`config.mk`:
```
export PLATFORM = sky130hd
export DESIGN_NAME = waveform_min_max_decimator
export DESIGN_NICKNAME = d
export VERILOG_FILES = /design/src/design/wdm_pkg.sv /design/src/design/wdm_divider.sv /design/src/design/wdm_datapath.sv /design/src/design/wdm_ctrl.sv /design/src/design/waveform_min_max_decimator.sv
export SDC_FILE = /design/constraint.sdc
export NUM_CORES = 1
export LEC_CHECK = 0
export BUFFER_PORTS_ARGS = -buffer_cell sky130_fd_sc_hd__buf_2
export CAP_MARGIN = 15
export CORE_UTILIZATION = 40
export DETAILED_ROUTE_END_ITERATION = 10
export MAX_ROUTING_LAYER = met4
export PLACE_DENSITY_LB_ADDON = 0.2
export RECOVER_POWER = 50
export SYNTH_ARGS = -nofsm -noshare
export SYNTH_HDL_FRONTEND = slang
export SYNTH_HIERARCHICAL = 1
export SYNTH_SLANG_ARGS = --single-unit
export TNS_END_PERCENT = 1
```
`constraint.sdc`:
```
create_clock -name aclk -period 5.4 [get_ports aclk]
set_input_delay 0 -clock aclk [delete_from_list [all_inputs] [get_ports aclk]]
set_output_delay 0 -clock aclk [all_outputs]
set_load 0.01 [all_outputs]
```
`src/design/wdm_pkg.sv`:
```
package wdm_pkg;

    localparam int SAMPLE_BITS      = 24;
    localparam int MAX_CHANNELS_DEF = 8;
    localparam int FPP_W            = 16;
    localparam int CC_W             = 4;
    localparam int CFG_DATA_W       = 16;
    localparam int CFG_IDX_W        = 1;

    localparam logic [FPP_W-1:0] FPP_RESET = 16'd256;
    localparam logic [CC_W-1:0]  CC_RESET  = 4'd2;

    localparam logic signed [SAMPLE_BITS-1:0] SAMPLE_MAX = {1'b0, {(SAMPLE_BITS-1){1'b1}}};
    localparam logic signed [SAMPLE_BITS-1:0] SAMPLE_MIN = {1'b1, {(SAMPLE_BITS-1){1'b0}}};

    // configuration register indexes
    localparam logic [CFG_IDX_W-1:0] CFG_FRAMES_PER_POINT = 1'd0;
    localparam logic [CFG_IDX_W-1:0] CFG_CHANNEL_COUNT    = 1'd1;

    typedef struct packed {
        logic signed [SAMPLE_BITS-1:0] sample;
        logic                          end_of_stream;
    } in_item_t;

    typedef struct packed {
        logic signed [SAMPLE_BITS-1:0] point_min;
        logic signed [SAMPLE_BITS-1:0] point_max;
        logic [FPP_W-1:0]              frames_covered;
        logic                          is_partial;
    } out_item_t;

    typedef enum logic [1:0] {
        ST_IDLE,
        ST_DIVIDE,
        ST_FINISH
    } ctrl_state_t;

    typedef struct packed {
        logic take;       // input transfer this cycle
        logic div_start;  // load divider with completed frame sum
        logic commit;     // apply frame/flush result, load output if any
    } ctrl_cmd_t;

    typedef struct packed {
        logic frame_done; // current input completes a frame
        logic eos_in;     // current input carries end of stream
        logic div_done;   // divider finished
        logic emit;       // finish step produces a point
        logic out_busy;   // output register still holds an untaken point
    } dp_status_t;

endpackage

```
`src/design/wdm_divider.sv`:
```
module wdm_divider
    import wdm_pkg::*;
#(
    parameter int SUM_W = 27,
    parameter int CH_W  = 4
) (
    input  logic                          aclk,
    input  logic                          aresetn,
    input  logic                          start,
    input  logic signed [SUM_W-1:0]       dividend,
    input  logic [CH_W-1:0]               divisor,
    output logic                          done,
    output logic signed [SAMPLE_BITS-1:0] quotient
);

    localparam int CNT_W = (SUM_W > 1) ? $clog2(SUM_W) : 1;

    logic             busy_reg;
    logic             done_reg;
    logic [CNT_W-1:0] cnt_reg;
    logic             neg_reg;
    logic [SUM_W-1:0] mag_reg;
    logic [CH_W-1:0]  rem_reg;
    logic [CH_W-1:0]  div_reg;

    logic [CH_W:0]    rem_sh;
    logic             q_bit;
    logic [CH_W-1:0]  rem_next;
    logic [SUM_W-1:0] mag_next;
    logic [SUM_W-1:0] q_signed;

    // one restoring step per cycle on the magnitude
    always_comb begin
        rem_sh   = {rem_reg, mag_reg[SUM_W-1]};
        q_bit    = (rem_sh >= {1'b0, div_reg});
        rem_next = q_bit ? CH_W'(rem_sh - {1'b0, div_reg}) : CH_W'(rem_sh);
        mag_next = {mag_reg[SUM_W-2:0], q_bit};
    end

    always_ff @(posedge aclk) begin
        if (!aresetn) begin
            busy_reg <= 1'b0;
            done_reg <= 1'b0;
            cnt_reg  <= '0;
        end else begin
            done_reg <= 1'b0;
            if (start) begin
                busy_reg <= 1'b1;
                cnt_reg  <= '0;
            end else if (busy_reg) begin
                cnt_reg <= cnt_reg + CNT_W'(1);
                if (cnt_reg == CNT_W'(SUM_W - 1)) begin
                    busy_reg <= 1'b0;
                    done_reg <= 1'b1;
                end
            end
        end
    end

    always_ff @(posedge aclk) begin
        if (start) begin
            neg_reg <= dividend[SUM_W-1];
            mag_reg <= dividend[SUM_W-1] ? SUM_W'(-dividend) : SUM_W'(dividend);
            rem_reg <= '0;
            div_reg <= divisor;
        end else if (busy_reg) begin
            mag_reg <= mag_next;
            rem_reg <= rem_next;
        end
    end

    assign q_signed = neg_reg ? SUM_W'(~mag_reg + SUM_W'(1)) : mag_reg;
    assign quotient = q_signed[SAMPLE_BITS-1:0];
    assign done     = done_reg;

endmodule

```
`src/design/wdm_datapath.sv`:
```
module wdm_datapath
    import wdm_pkg::*;
#(
    parameter int MAX_CHANNELS = MAX_CHANNELS_DEF
) (
    input  logic                  aclk,
    input  logic                  aresetn,
    input  logic                  cfg_we,
    input  logic [CFG_IDX_W-1:0]  cfg_index,
    input  logic [CFG_DATA_W-1:0] cfg_wdata,
    input  in_item_t              s_item,
    input  logic                  m_ready,
    output logic                  m_valid,
    output out_item_t             m_item,
    input  ctrl_cmd_t             cmd,
    output dp_status_t            st
);

    localparam int SUM_W = SAMPLE_BITS + $clog2(MAX_CHANNELS);
    localparam int CH_W  = $clog2(MAX_CHANNELS + 1);
    localparam int CI_W  = (MAX_CHANNELS > 1) ? $clog2(MAX_CHANNELS) : 1;

    logic [FPP_W-1:0]              fpp_reg;
    logic [CC_W-1:0]               cc_reg;
    logic [CI_W-1:0]               ci_reg;
    logic signed [SUM_W-1:0]       frame_sum_reg;
    logic signed [SAMPLE_BITS-1:0] run_min_reg;
    logic signed [SAMPLE_BITS-1:0] run_max_reg;
    logic [FPP_W-1:0]              fig_reg;
    logic                          eos_reg;
    logic                          fd_reg;
    logic                          m_valid_reg;
    out_item_t                     m_item_reg;

    logic [CH_W-1:0]               chans;
    logic [FPP_W-1:0]              fpp_eff;
    logic                          frame_done;
    logic [CI_W-1:0]               ci_next;
    logic signed [SUM_W-1:0]       sample_ext;
    logic signed [SUM_W-1:0]       sum_next;
    logic                          div_done;
    logic signed [SAMPLE_BITS-1:0] mono;

    logic signed [SAMPLE_BITS-1:0] pt_min;
    logic signed [SAMPLE_BITS-1:0] pt_max;
    logic [FPP_W-1:0]              fig_inc;
    logic [FPP_W-1:0]              fig_n;
    logic                          grp_done;
    logic                          emit;
    logic                          out_busy;
    out_item_t                     point;

    // effective register values: zero counts act as one, channels clamp
    always_comb begin
        if (cc_reg == '0) begin
            chans = CH_W'(1);
        end else if (int'(cc_reg) > MAX_CHANNELS) begin
            chans = CH_W'(MAX_CHANNELS);
        end else begin
            chans = CH_W'(cc_reg);
        end
        fpp_eff = (fpp_reg == '0) ? FPP_W'(1) : fpp_reg;
    end

    assign frame_done = (int'(ci_reg) + 1) >= int'(chans);
    assign ci_next    = CI_W'((int'(ci_reg) + 1) & (2 * MAX_CHANNELS - 1));
    assign sample_ext = SUM_W'(s_item.sample);
    assign sum_next   = frame_sum_reg + sample_ext;

    wdm_divider #(
        .SUM_W (SUM_W),
        .CH_W  (CH_W)
    ) u_div (
        .aclk     (aclk),
        .aresetn  (aresetn),
        .start    (cmd.div_start),
        .dividend (sum_next),
        .divisor  (chans),
        .done     (div_done),
        .quotient (mono)
    );

    // finish step: fold in the mono value if a frame completed, decide on a point
    always_comb begin
        fig_inc = fig_reg + FPP_W'(1);
        if (fd_reg) begin
            pt_min   = (mono < run_min_reg) ? mono : run_min_reg;
            pt_max   = (mono > run_max_reg) ? mono : run_max_reg;
            fig_n    = fig_inc;
            grp_done = (fig_inc >= fpp_eff) || (fig_inc == '0);
        end else begin
            pt_min   = run_min_reg;
            pt_max   = run_max_reg;
            fig_n    = fig_reg;
            grp_done = 1'b0;
        end
        emit                 = grp_done || (eos_reg && (fig_n != '0));
        point.point_min      = pt_min;
        point.point_max      = pt_max;
        point.frames_covered = (fig_n == '0) ? {FPP_W{1'b1}} : fig_n;
        point.is_partial     = !grp_done;
    end

    assign out_busy = m_valid_reg && !m_ready;

    always_ff @(posedge aclk) begin
        if (!aresetn) begin
            fpp_reg <= FPP_RESET;
            cc_reg  <= CC_RESET;
        end else if (cfg_we) begin
            case (cfg_index)
                CFG_FRAMES_PER_POINT: fpp_reg <= cfg_wdata[FPP_W-1:0];
                CFG_CHANNEL_COUNT:    cc_reg  <= cfg_wdata[CC_W-1:0];
                default: ;
            endcase
        end
    end

    always_ff @(posedge aclk) begin
        if (!aresetn) begin
            ci_reg        <= '0;
            frame_sum_reg <= '0;
            run_min_reg   <= SAMPLE_MAX;
            run_max_reg   <= SAMPLE_MIN;
            fig_reg       <= '0;
            eos_reg       <= 1'b0;
            fd_reg        <= 1'b0;
            m_valid_reg   <= 1'b0;
        end else begin
            if (cmd.take) begin
                eos_reg <= s_item.end_of_stream;
                fd_reg  <= frame_done;
                if (frame_done) begin
                    ci_reg        <= '0;
                    frame_sum_reg <= '0;
                end else begin
                    ci_reg        <= ci_next;
                    frame_sum_reg <= sum_next;
                end
            end
            if (cmd.commit) begin
                if (grp_done || eos_reg) begin
                    run_min_reg <= SAMPLE_MAX;
                    run_max_reg <= SAMPLE_MIN;
                    fig_reg     <= '0;
                end else begin
                    run_min_reg <= pt_min;
                    run_max_reg <= pt_max;
                    fig_reg     <= fig_n;
                end
                if (eos_reg) begin
                    ci_reg        <= '0;
                    frame_sum_reg <= '0;
                end
            end
            if (cmd.commit && emit) begin
                m_valid_reg <= 1'b1;
            end else if (m_ready) begin
                m_valid_reg <= 1'b0;
            end
        end
    end

    always_ff @(posedge aclk) begin
        if (cmd.commit && emit) begin
            m_item_reg <= point;
        end
    end

    assign m_valid       = m_valid_reg;
    assign m_item        = m_item_reg;
    assign st.frame_done = frame_done;
    assign st.eos_in     = s_item.end_of_stream;
    assign st.div_done   = div_done;
    assign st.emit       = emit;
    assign st.out_busy   = out_busy;

endmodule

```
`src/design/wdm_ctrl.sv`:
```
module wdm_ctrl
    import wdm_pkg::*;
(
    input  logic       aclk,
    input  logic       aresetn,
    input  logic       s_valid,
    output logic       s_ready,
    input  dp_status_t st,
    output ctrl_cmd_t  cmd
);

    ctrl_state_t state_reg;
    ctrl_state_t state_next;

    always_ff @(posedge aclk) begin
        if (!aresetn) begin
            state_reg <= ST_IDLE;
        end else begin
            state_reg <= state_next;
        end
    end

    always_comb begin
        state_next    = state_reg;
        s_ready       = 1'b0;
        cmd.take      = 1'b0;
        cmd.div_start = 1'b0;
        cmd.commit    = 1'b0;
        case (state_reg)
            ST_IDLE: begin
                s_ready = 1'b1;
                if (s_valid) begin
                    cmd.take = 1'b1;
                    if (st.frame_done) begin
                        cmd.div_start = 1'b1;
                        state_next    = ST_DIVIDE;
                    end else if (st.eos_in) begin
                        state_next = ST_FINISH;
                    end
                end
            end
            ST_DIVIDE: begin
                if (st.div_done) begin
                    state_next = ST_FINISH;
                end
            end
            ST_FINISH: begin
                // hold while a new point has nowhere to go
                if (!(st.emit && st.out_busy)) begin
                    cmd.commit = 1'b1;
                    state_next = ST_IDLE;
                end
            end
            default: begin
                state_next = ST_IDLE;
            end
        endcase
    end

endmodule

```
`src/design/waveform_min_max_decimator.sv`:
```
// Points: a frame-completing sample gives its point after the serial divider and FINISH;
//   an end-of-stream flush alone goes from IDLE straight to FINISH.
// Throughput: one sample per cycle within a frame; the last sample of a frame holds the
//   input through the serial divide and FINISH, an end-of-stream sample through FINISH.
// Reset (aresetn low, synchronous): frames_per_point=256, channel_count=2, stream state
//   cleared, output empty.
module waveform_min_max_decimator
    import wdm_pkg::*;
#(
    parameter int MAX_CHANNELS = MAX_CHANNELS_DEF
) (
    input  logic                  aclk,
    input  logic                  aresetn,
    // configuration writes
    input  logic                  cfg_we,
    input  logic [CFG_IDX_W-1:0]  cfg_index,
    input  logic [CFG_DATA_W-1:0] cfg_wdata,
    // sample input, one channel per transfer
    input  logic                  s_valid,
    output logic                  s_ready,
    input  in_item_t              s_item,
    // min/max points
    output logic                  m_valid,
    input  logic                  m_ready,
    output out_item_t             m_item
);

    // Structure:
    //   wdm_ctrl     - three-state sequencer: IDLE takes samples, DIVIDE waits on the
    //                  divider after the last channel of a frame, FINISH folds any new mono
    //                  value into min/max and loads the output register if a point is due.
    //   wdm_datapath - config registers, channel index, frame sum, running min/max,
    //                  frame count, output register, and the serial divider.
    // The frame sum is divided by the channel count with truncation toward zero,
    // one quotient bit per cycle on the magnitude, sign applied at the end.
    // The output register decouples the sides: the next sample is taken while a
    // point waits; FINISH stalls only if a second point would overwrite it.

    ctrl_cmd_t  cmd;
    dp_status_t st;

    wdm_ctrl u_ctrl (
        .aclk    (aclk),
        .aresetn (aresetn),
        .s_valid (s_valid),
        .s_ready (s_ready),
        .st      (st),
        .cmd     (cmd)
    );

    wdm_datapath #(
        .MAX_CHANNELS (MAX_CHANNELS)
    ) u_dp (
        .aclk      (aclk),
        .aresetn   (aresetn),
        .cfg_we    (cfg_we),
        .cfg_index (cfg_index),
        .cfg_wdata (cfg_wdata),
        .s_item    (s_item),
        .m_ready   (m_ready),
        .m_valid   (m_valid),
        .m_item    (m_item),
        .cmd       (cmd),
        .st        (st)
    );

endmodule

```
; ---- Word-level counts from Yosys, hierarchy flattened
; Cells that the tools add are included.
[totals]
elab_cells = 111
latch_bits = 0
input_bits = 47
regBits = 227
n_memories = 0
ramBits = 0
mem_bits_ro = 0
output_inout_bits = 67
[op_classes]
n_bitwise = 4
muxes = 43
multipliers = 0
div = 0
eq_ne = 7
addsub = 7
reduce_logical = 22
n_lt_le_gt_ge = 6
shift = 0
[ops]
columns = op, count
row1 = two-way mux 27 bit, 7
row2 = two-way mux 24 bit, 7
row3 = zero test 16 bit, 3
row4 = two-way mux 16 bit, 3
row5 = greater-or-equal comparator 32 x 5 -> 1 bit, 1
row6 = adder 27 x 24 -> 27 bit, 1
row7 = negator 27 bit, 1
row8 = adder 24 x 1 -> 24 bit (second input constant), 1
row9 = > comparator 24 bit, 1
row10 = less-than comparator 24 bit, 1
row11 = inverter 24 bit, 1
row12 = adder 16 x 1 -> 16 bit (second input constant), 1
row13 = greater-or-equal comparator 16 bit, 1
row14 = nonzero test 16 bit, 1
row15 = two-way mux 2 bit, 7
row16 = two-way mux 3 bit, 4
row17 = two-way mux 4 bit, 3
row18 = two-way mux 1 bit, 11
row19 = one-hot mux 2 bit (3 select lines), 1
row20 = adder 5 x 1 -> 5 bit (second input constant), 1
row21 = equality test 5 bit (second input constant), 1
row22 = greater-or-equal comparator 5 x 4 -> 1 bit, 1
row23 = adder 3 x 1 -> 4 bit (second input constant), 1
row24 = > comparator 4 bit (second input constant), 1
row25 = other kinds (17), 28

; ---- Depth between registers and ports, before layout
[logic_depth]
word_depth = 11
ltp_mapped = 23
depth_no_buf = 20

; ---- Modules after synthesis
; The synthesis kept the hierarchy.
[by_module_without_submodules]
columns = module, area_per_inst_um2, seq_area_each_um2, cells_per_inst, n_inst
row1 = wdm_datapath, 10388.7, 4294.1, 1135, 1
row2 = wdm_divider, 3139.3, 1181.1, 351, 1
row3 = wdm_ctrl, 127.6, 40.0, 15, 1

; ---- Worst setup path after synthesis
; No wires, ideal clock.
[synth_timing]
kind = register to register
from = register u_dp.fig_reg[1]
to = register u_dp.m_item_reg (netlist bit u_dp/m_item[0]) (enable)
setup_slack_ps = -182
setup_ps = 430
period_less_slack_ps = 5582
required_time_ps = 4970
arrival_ps = 5152
path_stages_with_launch = 19
n_path_buf = 3
path_cell_list = dfxtp_1 -> ha_1 -> buf_2 -> nand3_1 -> nor4_2 -> and3_1 -> nand3_1 -> xnor2_1 -> ha_1 -> a21o_1 -> a21oi_1 -> o21ai_0 -> a22oi_1 -> nand2_1 -> a21o_1 -> buf_4 -> a21oi_1 -> clkbuf_1 -> and2_1
[synth_rtl]
columns = item, line
row1 = "start, declared", wdm_datapath.sv:29  ; logic [FPP_W-1:0] fig_reg;
row2 = "start signal, assigned", wdm_datapath.sv:149  ; fig_reg <= fig_n;
row3 = "end signal, assigned", wdm_datapath.sv:166  ; m_item_reg <= point;
row4 = "end, declared", wdm_datapath.sv:33  ; out_item_t m_item_reg;

; ---- Worst setup path in the final report
[layout_timing]
from = register u_dp.u_div.mag_reg[11]
to = register u_dp.run_max_reg[8]
[layout_between]
elab_chain_cells = 7
[layout_lines]
columns = item, line
row1 = "start, declared", wdm_divider.sv:22  ; logic [SUM_W-1:0] mag_reg;
row2 = "start signal, assigned", wdm_divider.sv:63  ; mag_reg <= dividend[SUM_W-1] ? SUM_W'(-dividend) : SUM_W'(dividend);
row3 = "start signal, assigned", wdm_divider.sv:67  ; mag_reg <= mag_next;
row4 = inverter 24 bit, wdm_divider.sv:72  ; assign q_signed = neg_reg ? SUM_W'(~mag_reg + SUM_W'(1)) : mag_reg;
row5 = adder 24 x 1 -> 24 bit, wdm_divider.sv:72
row6 = two-way mux 24 bit, wdm_divider.sv:72
row7 = net u_dp.mono[23], wdm_datapath.sv:42  ; logic signed [SAMPLE_BITS-1:0] mono;
row8 = > comparator 24 bit, wdm_datapath.sv:88  ; pt_max = (mono > run_max_reg) ? mono : run_max_reg;
row9 = two-way mux 24 bit, wdm_datapath.sv:88
row10 = two-way mux 24 bit, wdm_datapath.sv:86  ; if (fd_reg) begin
row11 = two-way mux 24 bit, wdm_datapath.sv:142  ; if (grp_done || eos_reg) begin
row12 = "end signal, assigned", wdm_datapath.sv:148  ; run_max_reg <= pt_max;
row13 = "end, declared", wdm_datapath.sv:28  ; logic signed [SAMPLE_BITS-1:0] run_max_reg;
; The timed path passes the listed nets, and every way through them passes these cells.
; A chain may end at the register's enable or synchronous reset.

==> impl_results.md <==
* LEAKAGE at 6.240 nW
* Reg-to-reg startpoint: u_dp/u_div/mag_reg[11]
* Via count at 11180
* Seq/Total Area, Yosys at 40.39%
* Port Buffers at 113
* Final worst setup slack at 0.4553 ns
* Crit end category: flop
* DR iter-0 viols at 714
* Crit Reg-Reg Endpoint: u_dp/run_max_reg[8]
* Post-layout min period at 4.945 ns
* CP arrival at 5.36 ns
* Final wirelength at 33180 um
* CTS Root Cell: clkbuf_16
* Layout area overhead at 14.53%
* Reg2Reg Depth at 14
* GRT Residual Overflow at 0
* Yosys warning total at 6
* Initial Util at 40.72%
* Met3 usage at 2.012%
* Sw frac at 37.13%
* Met2 GRT Util at 30.07%
* Die Area at 34880 um^2
* Max Root-Sink Buffers at 3
* Core footprint at 33530 um^2
* NetSw at 2.303 mW
* DRC at 0
* Post-synth EDFFs at 97
* Sequential share of power at 35.4%
* Most frequent cells in the layout: nand2_1, dfxtp_1, inv_1
* First-pass GRT wire length at 54970 um
* Clk sinks at 227
* M1 GR Usage at 27.70%
* Clk_skew at 0.01358 ns
* Mapped Nets at 1653
* Max Fclk at 0.2022 GHz
* Setup_tns at 0 ns
* FF-to-FF setup slack at 0.46 ns
* RSZ-0062 raised after global routing: no
* Critical Path Source Type: flop
* # diodes at 0
* Nets at 1767
* End of the critical path: u_dp/run_max_reg[8]
* Leading cell type in the layout, fill and taps excluded: nand2_1
* Outcome: complete, but fails checks
* Clock share of power at 27.0%
* Pins Over Slew Limit at 41
* VDD IR max at 0.2135 mV
* Crit path launch: u_dp/u_div/mag_reg[11]
* CTS buffer count at 26
* P_int at 3.899 mW
* Filler instances at 3338
* End-of-flow core utilization at 46.64%
* Average size of a mapped cell at 9.098 um^2
* FFs w/ async S/R, synth at 0%
* Slew headroom at -22.88%
* Die X at 186.8 um
* Post-route ant nets at 0
* Post-DP HPWL at 24530 um
* Post-synth cell types at 77
* Die Ht at 186.8 um
* Total global-route track usage at 19.51%
* Largest net degree at the start of global routing at 41
* GRT Max-Usage Layer: met2
* Share of cells above drive strength 1 at 8.685%
* Pwr dens at 396.5 nW/um^2
* Hold crit path type: in2reg
* Worst skew pair latency at 0.53 ns
* CP required at 5.82 ns
* Initial antenna violation count at 0
* Synthesized area at 13660 um^2
* Gate Count Post-Synth at 1501
* Register bit total from synthesis at 227
* Logic pwr share at 37.6%
* H-tree Lvls at 1
* # setup viols final at 0
* Clk pin slew, worst setup/hold paths at 0.06 ns
* I/O pin total at 114
* Max FFs per register at 65
* Pre-CTS WS at 0.4925 ns
* CTS tree: built
* Worst-Margin Slew at 1.842 ns
* Cell Rows at 67
* Gpl congestion at 0.8875
* Number of max-cap violations at 1
* Final hold vios at 0
* Wirelength per Cell at 15.93 um
* Period utilization at 91.57%
* Worst Setup Path Type: reg2reg
* Via/cell ratio at 5.367
* Vias in the first global route at 10600
* Ys flop type: dfxtp_1
* DRT Pass-1 Iters at 5
* CP max FO at 23
* Failing checks: capacitance limit, slew limit
==> Yosys cell counts (6+ instances only) <==
library cell	n	area share [%]
o22a_1	22	1.4
and3_1	6	0.27
edfxtp_1	97	21
clkbuf_1	56	1.5
inv_1	105	2.9
a211oi_1	7	0.38
or4_1	20	1.1
o41ai_1	13	0.83
o2111ai_1	6	0.38
buf_2	14	0.51
or3_1	19	0.87
o31ai_1	18	0.99
nor2_1	70	1.9
nand4_1	23	1.1
buf_4	13	0.71
a31oi_1	18	0.82
xnor2_1	59	3.8
xor2_1	34	2.2
nor2b_1	26	1.2
and2_1	6	0.27
nand2_1	161	4.4
nor3_1	15	0.55
dfxtp_1	130	19
o21a_1	7	0.38
or2_2	6	0.27
nand3_1	47	1.7
a21oi_1	100	3.7
a21o_1	43	2.4
nand3b_1	6	0.33
nand2b_1	25	1.1
nor4_1	11	0.50
ha_1	103	9.4
o21ai_0	90	3.3
a22o_1	38	2.4
==> worst max-delay path, cell delays in order (launching register included) <==
cell and delay, ns:
edfxtp_1 0.47, or4_1 0.53, or3_1 0.45, o41ai_1 0.44, xnor2_1 0.29, ha_1 0.41
nand4_1 0.15, nor4_1 0.45, o31ai_1 0.17, and3_1 0.21, nor3_1 0.22, clkbuf_1 0.41
o31ai_2 0.11, buf_4 0.24, a22o_1 0.26
==> what timing repair did <==
item                                    4_1_cts  5_1_grt
hold endpoints to repair                     31        0
resized for setup                             0        2
setup buffers                                 0        0
hold buffers                                 26        0
endpoints found under the setup margin        0       61
==> stage by stage <==
stage	area [um^2]	hold WS, ns	power [mW]	cells
after floorplan	13660	0.1175	3.854	1501
after global placement	14680	0.2336	4.529	2009
after detailed placement	14680	0.2414	4.558	2009
after CTS	15760	0.05033	6.284	2083
after global routing	15640	0.1352	6.643	2083
final	15640	0.08410	6.202	2083
==> power by group through the flow <==
stage / clock network (mW) / logic (mW) / registers (mW)
after floorplan: 0 / 1.69 / 2.17
after global placement: 0 / 2.30 / 2.22
after detailed placement: 0 / 2.33 / 2.23
after CTS: 1.73 / 2.36 / 2.19
after global routing: 1.79 / 2.63 / 2.22
final: 1.67 / 2.33 / 2.19
==> area by class of cell <==
| type | instances | area (um^2) | area share (%) |
|---|---|---|---|
| multi-input combinational | 1077 | 7326 | 46.84 |
| sequential | 227 | 5515 | 35.26 |
| timing repair buffer | 178 | 1025 | 6.552 |
| clock buffer | 29 | 683.2 | 4.368 |
| tap | 448 | 560.5 | 3.584 |
| inverter | 105 | 394.1 | 2.520 |
| clock inverter | 19 | 136.4 | 0.8720 |
==> kinds of logic (layout without fill, tap and decap cells) <==
| logic type | count (synthesis) | in the layout | synth area share [%] |
|---|---|---|---|
| flops | 227 | 227 | 40.39 |
| buf+inv | 197 | 331 | 6.121 |
| simple gates | 465 | 465 | 17.46 |
| fa+ha+maj | 105 | 105 | 9.731 |
| compound gates | 408 | 408 | 19.86 |
| mux | 6 | 6 | 0.4673 |
| xor+xnor | 93 | 93 | 5.965 |
==> routing by layer <==
layer  vias up  wire length, um
li1       5670                -
met1      5242            16810
met2       235            14490
met3        33             1374
met4         0              499
met5         -                0
==> worst min path at each step <==
stage,depth (start not counted),slack [ns],endpoint,startpoint
after floorplan,1,0.12,u_ctrl/state_reg[1],aresetn
after global placement,3,0.23,u_dp/fpp_reg[8],cfg_wdata[8]
after detailed placement,3,0.24,u_dp/fpp_reg[8],cfg_wdata[8]
after CTS,6,0.05,u_dp/frame_sum_reg[1],s_item[2]
after global routing,6,0.14,u_dp/frame_sum_reg[1],s_item[2]
final,6,0.08,u_dp/frame_sum_reg[1],s_item[2]
No activity file was read; power rests on OpenSTA's default activity.
